## config.mk

```make
export PLATFORM = sky130hd
export DESIGN_NAME = preemptive_priority_quantum_scheduler_core
export DESIGN_NICKNAME = d
export VERILOG_FILES = /design/src/sv/ppqs_pkg.sv /design/src/sv/ppqs_front.sv /design/src/sv/ppqs_fifo.sv /design/src/sv/ppqs_engine.sv /design/src/sv/preemptive_priority_quantum_scheduler_core.sv
export SDC_FILE = /design/constraint.sdc
export NUM_CORES = 2
export LEC_CHECK = 0
export BUFFER_PORTS_ARGS = -buffer_cell sky130_fd_sc_hd__clkbuf_2
export CORE_ASPECT_RATIO = 1.4
export CORE_MARGIN = 4
export CORE_UTILIZATION = 60
export DETAILED_ROUTE_END_ITERATION = 6
export PLACE_DENSITY_LB_ADDON = 0.12
export SLEW_MARGIN = 25
export SYNTH_ARGS = -nofsm -noshare
export SYNTH_HDL_FRONTEND = slang
export SYNTH_HIERARCHICAL = 1
export SYNTH_SLANG_ARGS = --single-unit
```

## constraint.sdc

```tcl
create_clock -name aclk -period 19 [get_ports aclk]
set_input_delay 2.85 -clock aclk [delete_from_list [all_inputs] [get_ports aclk]]
set_output_delay 2.85 -clock aclk [all_outputs]
set_load 0.1 [all_outputs]
```

## src/sv/ppqs_pkg.sv

```systemverilog
package ppqs_pkg;

    // Defaults and fixed layout
    localparam int MAX_TASKS_DEF = 16;
    localparam int QUEUE_DEPTH   = 2;
    localparam logic [7:0] QUANTUM_RST = 8'd2;

    localparam int S_TDATA_W = 32;
    localparam int M_TDATA_W = 48;

    // Input tdata layout
    localparam int S_ID_LSB   = 0;
    localparam int S_PRIO_LSB = 8;
    localparam int S_RT_LSB   = 12;

    // Output tdata layout
    localparam int M_ACC_BIT  = 0;
    localparam int M_BUSY_BIT = 1;
    localparam int M_ID_LSB   = 2;
    localparam int M_FIN_BIT  = 10;
    localparam int M_TURN_LSB = 11;

    typedef enum logic {
        KIND_ARRIVAL = 1'b0,
        KIND_TICK    = 1'b1
    } kind_t;

    typedef struct packed {
        kind_t       kind;
        logic [7:0]  task_id;
        logic [3:0]  prio;
        logic [15:0] run_time;
    } req_t;

    typedef struct packed {
        logic [7:0]  task_id;
        logic [3:0]  prio;
        logic [15:0] remaining;
        logic [31:0] ready_time;
        logic [31:0] arrived_time;
        logic        ahead;
    } slot_ent_t;

    typedef struct packed {
        kind_t       kind;
        logic        accepted;
        logic        busy;
        logic [7:0]  run_id;
        logic        finished;
        logic [31:0] turnaround;
    } res_t;

    typedef enum logic [2:0] {
        ST_IDLE,
        ST_FREE_SCAN,
        ST_SEL_SCAN,
        ST_RUN,
        ST_DONE
    } eng_state_t;

    // a preferred over b; full tie keeps b (the earlier slot)
    function automatic logic outranks(slot_ent_t a, slot_ent_t b);
        logic r;
        if (a.prio != b.prio) begin
            r = (a.prio > b.prio);
        end else if (a.ready_time != b.ready_time) begin
            r = (a.ready_time < b.ready_time);
        end else begin
            r = a.ahead && !b.ahead;
        end
        return r;
    endfunction

endpackage

```

## src/sv/ppqs_front.sv

```systemverilog
module ppqs_front (
    input  logic                          aclk,
    input  logic                          aresetn,
    input  logic                          s_tvalid,
    output logic                          s_tready,
    input  logic [ppqs_pkg::S_TDATA_W-1:0] s_tdata,
    input  logic                          s_tuser,
    output logic                          push_valid,
    input  logic                          push_ready,
    output ppqs_pkg::req_t                push_req
);
    import ppqs_pkg::*;

    logic hold_valid_reg, hold_valid_next;
    req_t hold_req_reg, hold_req_next;

    assign s_tready   = !hold_valid_reg || push_ready;
    assign push_valid = hold_valid_reg;
    assign push_req   = hold_req_reg;

    always_comb begin
        hold_valid_next = hold_valid_reg;
        hold_req_next   = hold_req_reg;
        if (hold_valid_reg && push_ready) begin
            hold_valid_next = 1'b0;
        end
        if (s_tvalid && s_tready) begin
            hold_valid_next        = 1'b1;
            hold_req_next.kind     = kind_t'(s_tuser);
            hold_req_next.task_id  = s_tdata[S_ID_LSB +: 8];
            hold_req_next.prio     = s_tdata[S_PRIO_LSB +: 4];
            hold_req_next.run_time = s_tdata[S_RT_LSB +: 16];
        end
    end

    always_ff @(posedge aclk) begin
        if (!aresetn) begin
            hold_valid_reg <= 1'b0;
        end else begin
            hold_valid_reg <= hold_valid_next;
        end
        hold_req_reg <= hold_req_next;
    end

endmodule

```

## src/sv/ppqs_fifo.sv

```systemverilog
module ppqs_fifo #(
    parameter int DEPTH = ppqs_pkg::QUEUE_DEPTH
) (
    input  logic           aclk,
    input  logic           aresetn,
    input  logic           wr_valid,
    output logic           wr_ready,
    input  ppqs_pkg::req_t wr_data,
    output logic           rd_valid,
    input  logic           rd_ready,
    output ppqs_pkg::req_t rd_data
);
    import ppqs_pkg::*;

    localparam int PTR_W = (DEPTH > 1) ? $clog2(DEPTH) : 1;
    localparam int CNT_W = $clog2(DEPTH + 1);

    req_t             entry_reg [DEPTH];
    logic [PTR_W-1:0] wr_ptr_reg, wr_ptr_next;
    logic [PTR_W-1:0] rd_ptr_reg, rd_ptr_next;
    logic [CNT_W-1:0] count_reg, count_next;
    logic             push, pop;

    assign wr_ready = (count_reg != CNT_W'(DEPTH));
    assign rd_valid = (count_reg != '0);
    assign rd_data  = entry_reg[rd_ptr_reg];
    assign push     = wr_valid && wr_ready;
    assign pop      = rd_valid && rd_ready;

    always_comb begin
        wr_ptr_next = wr_ptr_reg;
        rd_ptr_next = rd_ptr_reg;
        count_next  = count_reg;
        if (push) begin
            wr_ptr_next = (wr_ptr_reg == PTR_W'(DEPTH - 1)) ? '0 : wr_ptr_reg + PTR_W'(1);
        end
        if (pop) begin
            rd_ptr_next = (rd_ptr_reg == PTR_W'(DEPTH - 1)) ? '0 : rd_ptr_reg + PTR_W'(1);
        end
        if (push && !pop) begin
            count_next = count_reg + CNT_W'(1);
        end else if (pop && !push) begin
            count_next = count_reg - CNT_W'(1);
        end
    end

    always_ff @(posedge aclk) begin
        if (!aresetn) begin
            wr_ptr_reg <= '0;
            rd_ptr_reg <= '0;
            count_reg  <= '0;
        end else begin
            wr_ptr_reg <= wr_ptr_next;
            rd_ptr_reg <= rd_ptr_next;
            count_reg  <= count_next;
        end
        if (push) begin
            entry_reg[wr_ptr_reg] <= wr_data;
        end
    end

endmodule

```

## src/sv/ppqs_engine.sv

```systemverilog
module ppqs_engine #(
    parameter int MAX_TASKS = ppqs_pkg::MAX_TASKS_DEF
) (
    input  logic           aclk,
    input  logic           aresetn,
    input  logic           cfg_we,
    input  logic [7:0]     cfg_wdata,
    input  logic           q_valid,
    output logic           q_ready,
    input  ppqs_pkg::req_t q_req,
    output logic           res_valid,
    input  logic           res_ready,
    output ppqs_pkg::res_t res
);
    import ppqs_pkg::*;

    localparam int SLOT_W = (MAX_TASKS > 1) ? $clog2(MAX_TASKS) : 1;
    localparam int CNT_W  = $clog2(MAX_TASKS + 1);

    eng_state_t state_reg, state_next;

    logic [7:0]            quantum_reg;
    logic [31:0]           now_reg, now_next;
    logic [MAX_TASKS-1:0]  valid_reg, valid_next;
    logic [SLOT_W-1:0]     cur_slot_reg, cur_slot_next;
    logic                  held_reg, held_next;
    logic [7:0]            slice_reg, slice_next;
    logic                  higher_reg, higher_next;
    slot_ent_t             cur_ent_reg, cur_ent_next;
    req_t                  req_reg, req_next;
    logic [CNT_W-1:0]      cnt_reg, cnt_next;
    logic                  rd_live_reg, rd_live_next;
    logic [SLOT_W-1:0]     rd_slot_reg;
    logic                  best_found_reg, best_found_next;
    logic [SLOT_W-1:0]     best_slot_reg, best_slot_next;
    slot_ent_t             best_ent_reg, best_ent_next;
    res_t                  res_reg, res_next;
    logic                  out_valid_reg, out_valid_next;
    res_t                  out_reg, out_next;

    // Slot table: one write port, one registered read port
    slot_ent_t             slot_mem [MAX_TASKS];
    slot_ent_t             mem_rdata_reg;
    logic                  mem_we;
    logic [SLOT_W-1:0]     mem_waddr;
    slot_ent_t             mem_wdata;
    logic [SLOT_W-1:0]     mem_raddr;

    logic                  put_back;
    logic                  cand_ok;
    logic                  out_free;
    logic [SLOT_W-1:0]     free_idx;

    assign mem_raddr = cnt_reg[SLOT_W-1:0];
    assign free_idx  = cnt_reg[SLOT_W-1:0];
    assign cand_ok   = rd_live_reg && valid_reg[rd_slot_reg];
    assign out_free  = !out_valid_reg || res_ready;
    assign res_valid = out_valid_reg;
    assign res       = out_reg;

    always_comb begin
        state_next      = state_reg;
        now_next        = now_reg;
        valid_next      = valid_reg;
        cur_slot_next   = cur_slot_reg;
        held_next       = held_reg;
        slice_next      = slice_reg;
        higher_next     = higher_reg;
        cur_ent_next    = cur_ent_reg;
        req_next        = req_reg;
        cnt_next        = cnt_reg;
        rd_live_next    = 1'b0;
        best_found_next = best_found_reg;
        best_slot_next  = best_slot_reg;
        best_ent_next   = best_ent_reg;
        res_next        = res_reg;
        out_valid_next  = out_valid_reg;
        out_next        = out_reg;
        mem_we          = 1'b0;
        mem_waddr       = cur_slot_reg;
        mem_wdata       = cur_ent_reg;
        q_ready         = 1'b0;
        put_back        = 1'b0;

        if (out_valid_reg && res_ready) begin
            out_valid_next = 1'b0;
        end

        unique case (state_reg)
            ST_IDLE: begin
                if (q_valid) begin
                    q_ready  = 1'b1;
                    req_next = q_req;
                    cnt_next = '0;
                    if (q_req.kind == KIND_TICK) begin
                        higher_next = 1'b0;
                        put_back    = held_reg && (higher_reg || (slice_reg >= quantum_reg));
                        if (put_back) begin
                            mem_we               = 1'b1;
                            mem_waddr            = cur_slot_reg;
                            mem_wdata            = cur_ent_reg;
                            mem_wdata.ready_time = now_reg;
                            mem_wdata.ahead      = 1'b0;
                            held_next            = 1'b0;
                        end
                        if (held_reg && !put_back) begin
                            state_next = ST_RUN;
                        end else begin
                            best_found_next = 1'b0;
                            state_next      = ST_SEL_SCAN;
                        end
                    end else begin
                        state_next = ST_FREE_SCAN;
                    end
                end
            end

            ST_FREE_SCAN: begin
                if (!valid_reg[free_idx]) begin
                    mem_we                 = 1'b1;
                    mem_waddr              = free_idx;
                    mem_wdata.task_id      = req_reg.task_id;
                    mem_wdata.prio         = req_reg.prio;
                    mem_wdata.remaining    = req_reg.run_time;
                    mem_wdata.ready_time   = now_reg;
                    mem_wdata.arrived_time = now_reg;
                    mem_wdata.ahead        = held_reg && (req_reg.prio == cur_ent_reg.prio);
                    valid_next[free_idx]   = 1'b1;
                    if (held_reg && (req_reg.prio > cur_ent_reg.prio)) begin
                        higher_next = 1'b1;
                    end
                    res_next          = '0;
                    res_next.kind     = KIND_ARRIVAL;
                    res_next.accepted = 1'b1;
                    state_next        = ST_DONE;
                end else if (cnt_reg == CNT_W'(MAX_TASKS - 1)) begin
                    res_next      = '0;
                    res_next.kind = KIND_ARRIVAL;
                    state_next    = ST_DONE;
                end else begin
                    cnt_next = cnt_reg + CNT_W'(1);
                end
            end

            ST_SEL_SCAN: begin
                if (cnt_reg != CNT_W'(MAX_TASKS)) begin
                    cnt_next     = cnt_reg + CNT_W'(1);
                    rd_live_next = 1'b1;
                end
                if (cand_ok && (!best_found_reg || outranks(mem_rdata_reg, best_ent_reg))) begin
                    best_found_next = 1'b1;
                    best_slot_next  = rd_slot_reg;
                    best_ent_next   = mem_rdata_reg;
                end
                if ((cnt_reg == CNT_W'(MAX_TASKS)) && !rd_live_reg) begin
                    if (best_found_reg) begin
                        held_next     = 1'b1;
                        cur_slot_next = best_slot_reg;
                        cur_ent_next  = best_ent_reg;
                        slice_next    = '0;
                    end
                    state_next = ST_RUN;
                end
            end

            ST_RUN: begin
                res_next      = '0;
                res_next.kind = KIND_TICK;
                now_next      = now_reg + 32'd1;
                if (held_reg) begin
                    res_next.busy   = 1'b1;
                    res_next.run_id = cur_ent_reg.task_id;
                    if (cur_ent_reg.remaining <= 16'd1) begin
                        valid_next[cur_slot_reg] = 1'b0;
                        held_next                = 1'b0;
                        slice_next               = '0;
                        res_next.finished        = 1'b1;
                        res_next.turnaround      = now_reg + 32'd1 - cur_ent_reg.arrived_time;
                    end else begin
                        cur_ent_next.remaining = cur_ent_reg.remaining - 16'd1;
                        if (slice_reg != 8'hFF) begin
                            slice_next = slice_reg + 8'd1;
                        end
                    end
                end
                state_next = ST_DONE;
            end

            ST_DONE: begin
                if (out_free) begin
                    out_valid_next = 1'b1;
                    out_next       = res_reg;
                    state_next     = ST_IDLE;
                end
            end

            default: begin
                state_next = ST_IDLE;
            end
        endcase
    end

    always_ff @(posedge aclk) begin
        if (!aresetn) begin
            state_reg      <= ST_IDLE;
            quantum_reg    <= QUANTUM_RST;
            now_reg        <= '0;
            valid_reg      <= '0;
            cur_slot_reg   <= '0;
            held_reg       <= 1'b0;
            slice_reg      <= '0;
            higher_reg     <= 1'b0;
            cnt_reg        <= '0;
            rd_live_reg    <= 1'b0;
            best_found_reg <= 1'b0;
            out_valid_reg  <= 1'b0;
        end else begin
            state_reg      <= state_next;
            if (cfg_we) begin
                quantum_reg <= cfg_wdata;
            end
            now_reg        <= now_next;
            valid_reg      <= valid_next;
            cur_slot_reg   <= cur_slot_next;
            held_reg       <= held_next;
            slice_reg      <= slice_next;
            higher_reg     <= higher_next;
            cnt_reg        <= cnt_next;
            rd_live_reg    <= rd_live_next;
            best_found_reg <= best_found_next;
            out_valid_reg  <= out_valid_next;
        end
        cur_ent_reg   <= cur_ent_next;
        req_reg       <= req_next;
        rd_slot_reg   <= mem_raddr;
        best_slot_reg <= best_slot_next;
        best_ent_reg  <= best_ent_next;
        res_reg       <= res_next;
        out_reg       <= out_next;
    end

    always_ff @(posedge aclk) begin
        if (mem_we) begin
            slot_mem[mem_waddr] <= mem_wdata;
        end
        mem_rdata_reg <= slot_mem[mem_raddr];
    end

endmodule

```

## src/sv/preemptive_priority_quantum_scheduler_core.sv

```systemverilog
// Preemptive priority task scheduler with a round-robin quantum. Each input
// transaction is either a task arrival (id, priority, run time), answered
// with accepted = 1 or with accepted = 0 when all MAX_TASKS slots are taken,
// or a timer tick, answered with the id of the task that ran, a finished
// flag and the turnaround (finish time minus arrival time, mod 2^32). Higher
// priority wins, then earlier ready time, then a task that arrived at the
// priority of the running task, then the lower slot. A running task goes
// back to the ready table when its quantum is used up or when a strictly
// higher-priority task arrived since its last tick. Exactly one result
// transaction per input transaction, in order. An arrival's free-slot scan
// walks the valid bits one slot a cycle, from slot 0 up to the lowest free
// slot or the last one; a tick that keeps the running task skips any scan,
// and a tick that has to pick a task walks every slot through the
// single-read-port slot table. The input register and a two-entry queue let
// transactions be taken while the scheduler is busy. The quantum register
// may only be written while no transaction is in flight; 0 behaves like 1.
module preemptive_priority_quantum_scheduler_core #(
    parameter int MAX_TASKS = ppqs_pkg::MAX_TASKS_DEF
) (
    input  logic                           aclk,
    input  logic                           aresetn,
    // Quantum register write
    input  logic                           cfg_we,
    input  logic [7:0]                     cfg_wdata,
    // Request stream
    input  logic                           s_tvalid,
    output logic                           s_tready,
    // [7:0] task_id, [11:8] task_priority, [27:12] run_time, [31:28] zero
    input  logic [ppqs_pkg::S_TDATA_W-1:0] s_tdata,
    // [0] req_type
    input  logic                           s_tuser,
    // Result stream
    output logic                           m_tvalid,
    input  logic                           m_tready,
    // [0] accepted, [1] busy_res, [9:2] run_id, [10] finished,
    // [42:11] turnaround, [47:43] zero
    output logic [ppqs_pkg::M_TDATA_W-1:0] m_tdata,
    // [0] kind
    output logic                           m_tuser
);
    import ppqs_pkg::*;

    // front -> queue
    logic push_valid, push_ready;
    req_t push_req;

    // queue -> engine
    logic q_valid, q_ready;
    req_t q_req;

    // engine result register
    res_t res;

    // Front: input register, decodes the transaction into a request
    ppqs_front u_front (
        .aclk       (aclk),
        .aresetn    (aresetn),
        .s_tvalid   (s_tvalid),
        .s_tready   (s_tready),
        .s_tdata    (s_tdata),
        .s_tuser    (s_tuser),
        .push_valid (push_valid),
        .push_ready (push_ready),
        .push_req   (push_req)
    );

    // Short queue decouples request intake from the scheduling engine
    ppqs_fifo #(
        .DEPTH (QUEUE_DEPTH)
    ) u_fifo (
        .aclk     (aclk),
        .aresetn  (aresetn),
        .wr_valid (push_valid),
        .wr_ready (push_ready),
        .wr_data  (push_req),
        .rd_valid (q_valid),
        .rd_ready (q_ready),
        .rd_data  (q_req)
    );

    // Back: slot table, selection scan, run/preempt bookkeeping
    ppqs_engine #(
        .MAX_TASKS (MAX_TASKS)
    ) u_engine (
        .aclk      (aclk),
        .aresetn   (aresetn),
        .cfg_we    (cfg_we),
        .cfg_wdata (cfg_wdata),
        .q_valid   (q_valid),
        .q_ready   (q_ready),
        .q_req     (q_req),
        .res_valid (m_tvalid),
        .res_ready (m_tready),
        .res       (res)
    );

    // Result packing, highest field first
    assign m_tuser = res.kind;
    assign m_tdata = {5'b0, res.turnaround, res.finished, res.run_id,
                      res.busy, res.accepted};

endmodule

```

### Word level (Yosys, flattened, before mapping)

Memories as Yosys holds them, arrays and structs flattened. A register that Yosys moved wholly into a read port is not among the register bits.
Index checks and enable logic that the tools add are counted.

| storage, ports and cells | value |
|---|---|
| RAM bits | 1546 |
| bits in registers | 425 |
| ROM bits | 0 |
| word-level logic and storage cells | 247 |
| bits in latches | 0 |
| output and inout bits | 51 |
| input port bits | 46 |
| memories kept | 2 |

| operators by class | value |
|---|---|
| divide/modulo/power cells | 0 |
| eq/ne operators | 30 |
| reduce and logical (&&, ||, !) cells | 52 |
| bitwise gates (word level) | 3 |
| $add $sub $neg | 9 |
| $lt $le $gt $ge | 10 |
| shift-type cells | 0 |
| muxes and demuxes | 92 |
| multipliers | 0 |

Memories:

| name | words | bits a word | rd ports | clocked after memory_dff | wr ports | RTL line | RTL |
|---|---|---|---|---|---|---|---|
| u_engine.slot_mem | 16 | 93 | 1 | 1 | 1 | ppqs_engine.sv:42 | `slot_ent_t slot_mem [MAX_TASKS];` |
| u_fifo.entry_reg | 2 | 29 | 1 | 1 | 1 | ppqs_fifo.sv:18 | `req_t entry_reg [DEPTH];` |

Operators by type and width:

| kind | count |
|---|---|
| $mux 65 | 3 |
| $pmux 93 s2 | 1 |
| $mux 81 | 2 |
| $mux 93 | 1 |
| $mux 44 | 2 |
| $pmux 44 s2 | 1 |
| $mux 16 | 5 |
| $pmux 16 s2 | 2 |
| $mux 1 | 43 |
| $mux 42 | 1 |
| $mux 8 | 5 |
| $mux 33 | 1 |
| $add 32x1->32 const B | 1 |
| $lt 32x32->1 | 1 |
| $ne 32x32->1 | 1 |
| $sub 32x32->32 | 1 |
| $reduce_and 5->1 | 5 |
| $ne 2x1->1 const B | 11 |
| $mux 5 | 4 |
| $and 16x16->16 | 1 |
| $le 16x1->1 const B | 1 |
| $logic_and 1x1->1 | 16 |
| $not 16->16 | 1 |
| $or 16x16->16 | 1 |
| other kinds (41) | 85 |

### Logic depth before layout (Yosys ltp)

| logic depth | value |
|---|---|
| word-level depth | 9 |
| mapped depth | 16 |
| mapped depth without buffers | 16 |

### Modules after synthesis

Netlist, hierarchy kept.

Modules (own cells, without submodules):

| module | area each (sq um) | instances | sequential area each (sq um) | cells an instance |
|---|---|---|---|---|
| ppqs_engine | 75757.7 | 1 | 57435.1 | 3691 |
| ppqs_fifo | 2331.0 | 1 | 1841.8 | 114 |
| ppqs_front | 928.4 | 1 | 890.9 | 34 |
| preemptive_priority_quantum_scheduler_core | 41.3 | 1 | 0.0 | 6 |

### Worst setup path before layout

No wires, ideal clock.

| path | value |
|---|---|
| kind | register to register |
| start point | reg u_engine.cnt_reg[0] |
| end point | mem u_engine/slot_mem[13][0] (netlist bit), enable pin |
| clock period less this slack | 6.765 ns |
| setup time | 0.546 ns |
| data arrival time | 6.219 ns |
| data required time | 18.454 ns |
| stages on the path, launching flop included | 8 |
| slack | 12.235 ns |
| buffers on the path | 2 |
| path through | dfxtp_1 > buf_2 > mux4_2 > mux4_2 > nor3_4 > buf_2 > a32oi_1 > nor2_1 |

| on the way | value |
|---|---|
| longest elaborated chain between the ends | 6 |
| elaborated cells on any way between the ends | 8 |
| classes of those cells | mux (8) |

RTL lines:

| element | RTL line | RTL |
|---|---|---|
| start, declared | ppqs_engine.sv:31 | `logic [CNT_W-1:0] cnt_reg, cnt_next;` |
| start signal, assigned | ppqs_engine.sv:228 | `cnt_reg <= cnt_next;` |
| $bmux 1 s4 | ppqs_engine.sv:119 | `if (!valid_reg[free_idx]) begin` |
| $mux 1 (not written as such) | ppqs_engine.sv:119 |  |
| $mux 1 | ppqs_engine.sv:119 |  |
| $pmux 1 s2 | ppqs_engine.sv:89 | `unique case (state_reg)` |
| $mux 1 | ppqs_engine.sv:243 | `if (mem_we) begin` |
| $mux 1 (not written as such) | ppqs_engine.sv:244 | `slot_mem[mem_waddr] <= mem_wdata;` |
| end, declared | ppqs_engine.sv:42 |  |

Several ways; a longest one is shown, not always the timed one. The select of a mux whose other input is x is not followed.

### Final worst setup path

| path | value |
|---|---|
| start point | reg u_engine.cnt_reg[1] |
| end point | mem u_engine/slot_mem[12][54] (netlist bit), enable pin |

The elaborated chain is that of the path after synthesis.

==> flow_summary.toml <==
[route]
viasPerCell = 6.35
drtIter0Drc = 4156
wl_per_cell_um = 29.4
drc = 0
routed_wl_mm = 176
drt_pass1_iterations = 6
antenna_left = 0
vias = 37900

[clocking]
cts_tree = "done"
cts-root-buf = "clkbuf_16"
cts.clk_slew.worst_paths_ns = 0.06
cts_max_level = 4
clockBufferDepth = 3
hold_buffers = 0
insertion_delay_ns = 0.82
cts_inserted_buffers = 185
cts-resized-gates = 0
clock-sinks = 2065
postCtsSetupRepairBufs = 0

[synth]
synth_ff_type = "edfxtp_1"
ys_seq_area_frac = 0.761
avgSynthCellArea_um2 = 20.6
ys_warn_count = 6
synth_cell_types = 74
syn_inst = 3845
synthesis.area_um2 = 79100
synth-edff-count = 1881
ys_ff_latch = 2065
synthArstFlopShare = 0

[die]
ioPinCount = 97
die_x_um = 315
core_area_um2 = 131000
die_h_um = 438
initial_core_util = 0.604
die-area_um2 = 138000
rows = 157

[final_layout]
final_cell_mix = "edfxtp_1 (1,881), mux4_2 (475), clkbuf_16 (191)"
fin_cells = 5975
drive_above_1_share = 0.256
fin_nets = 4197
regArea_um2 = 60200
final_common_cell = "edfxtp_1"
largest_register_ffs = 1488
area_growth_pct = 11.7
fillers = 8433
regMostFlops = "u_engine/slot_mem"
final_util = 0.675
multi_input_area_um2 = 18000

[worst_setup_path]
endpoint_kind = "flop"
crit_path_max_fanout = 80
reg2reg_depth = 9
ff2ff_setup_slack_ns = 11.84
required_ns = 19.42
arrival_ns = 7.58
critPathKind = "flop to flop"
start_kind = "flop"
r2r_start = "u_engine/cnt_reg[1]"
timing.rr.end = "u_engine/slot_mem[12][54]"

[place]
gp_congestion = 0.831
dpl.hpwl_mm = 95.5
dp.cells = 5620
portBuffers = 87

[grt]
grt_overflow = 0
grt_max_degree = 110
met1_usage = 0.356
grt_pass1_wl_mm = 260
antenna_found_initial = 4
grt_use_met2 = 0.446
grt_pass1_vias = 39000
top_usage_layer = "met2"
grt_use_total = 0.261
met3_usage = 0.0381

[timing]
tightest_slew_ns = 1.06
holdWs_ns = 0.389
relSlewSlack = 0.291
fmax_mhz = 140
finalSetupViolCount = 0
clock_skew_ns = 0.0296
min_period_over_period = 0.377
maxSlewViolCount = 0
min_period_ns = 7.16
setup-tns-final_ns = 0
hold_viol_final = 0
rsz0062_at_grt = "false"

[outcome]
status = "completed"

[min_path]
hold_path_end = "u_engine/best_ent_reg[17]"
hold_start = "u_engine/mem_rdata_reg[17]"
whs_path_depth = 0
hold_class = "flop to flop"

[pwr]
p_sw_mw = 2.65
power_mw = 10.9
p_seq_frac = 0.512
peakVddDrop_mv = 0.103
switching_share = 0.242
comb_power_share = 0.140
p_leak_nw = 28.2
p_per_area_nw_per_um2 = 124
clkPwrFrac = 0.348
p_int_mw = 8.28

[job]
drv_cap = 0
## logic make-up (layout without fill, tap and decap cells)
group,Yosys count,in the layout,share of synthesized area
muxes,570,570,0.149
buffers and inverters,282,656,0.0142
DFF,2065,2065,0.761
other,1,8,0.0000474
adders and majority gates,90,90,0.0143
and+or+nand+nor,469,469,0.0293
AOI/OAI and AO/OA,270,270,0.0215
xor gates and xnor gates,98,98,0.0109
## layout make-up
type	instances	share of cell area
Sequential cell	2065	0.681
Multi-Input combinational cell	1502	0.203
Clock buffer	242	0.0580
Tap cell	1749	0.0248
Timing Repair Buffer	197	0.0150
Clock inverter	107	0.0129
Inverter	110	0.00470
Antenna cell	3	0.0000850
## worst max-delay path by stage
stage                   startpoint                         to  cells past startpoint
6_report       u_engine/cnt_reg[1]  u_engine/slot_mem[12][54]                      9
5_1_grt        u_engine/cnt_reg[1]  u_engine/slot_mem[12][25]                      9
4_1_cts        u_engine/cnt_reg[1]  u_engine/slot_mem[12][61]                      9
3_5_place_dp   u_engine/cnt_reg[1]  u_engine/slot_mem[12][29]                      9
3_3_place_gp   u_engine/cnt_reg[1]  u_engine/slot_mem[12][63]                      9
2_1_floorplan  u_engine/cnt_reg[0]   u_engine/slot_mem[13][0]                      7
## worst max-delay path: stages (launching register included)
cell and delay, ns:
dfxtp_4 0.83, buf_4 0.85, mux4_2 0.42, mux4_2 0.56
nor3_4 0.18, buf_4 0.74, a32oi_1 0.53, nor2_4 0.89
buf_4 0.70, buf_4 0.85
## synthesized netlist by cell type (13+ instances only)
library cell,number,area [µm²]
nand4_1,19,119
clkbuf_1,105,394
inv_1,107,402
a211oi_1,16,120
xor2_1,38,333
and2_1,13,81.3
ha_1,89,1110
a32oi_1,13,114
buf_1,40,150
mux2_1,26,293
or3_1,14,87.6
edfxtp_1,1881,56500
and3_1,29,181
o21ai_0,97,485
mux2_2,59,664
nor3_1,19,95.1
nor2_1,139,522
a21o_1,25,188
nand3_1,56,280
mux4_2,475,10700
buf_2,15,75.1
xnor2_1,60,526
dfxtp_1,184,3680
a21oi_1,54,270
nand2_1,104,390
nor2b_1,15,93.8
## power groups by stage
stage / Sequential (mW) / Combinational, mW / Clock [mW]
6_report: 5.59 / 1.54 / 3.80
5_1_grt: 5.61 / 1.65 / 4.08
4_1_cts: 5.59 / 1.56 / 3.88
3_5_place_dp: 5.68 / 1.55 / 0
3_3_place_gp: 5.68 / 1.52 / 0
2_1_floorplan: 5.71 / 1.05 / 0
## through the flow
stage,worst slack [ns],instance area [µm²]
6_report,11.84,88300
5_1_grt,11.53,88300
4_1_cts,11.69,88200
3_5_place_dp,11.75,82000
3_3_place_gp,11.86,82000
2_1_floorplan,12.24,79100
## metal layers
metal,vias to the layer above,wire (µm)
li1,16000,-
met1,20300,68700
met2,1401,91900
met3,234,11000
met4,2,4210
met5,-,7
(Power assumes the default switching activity.)
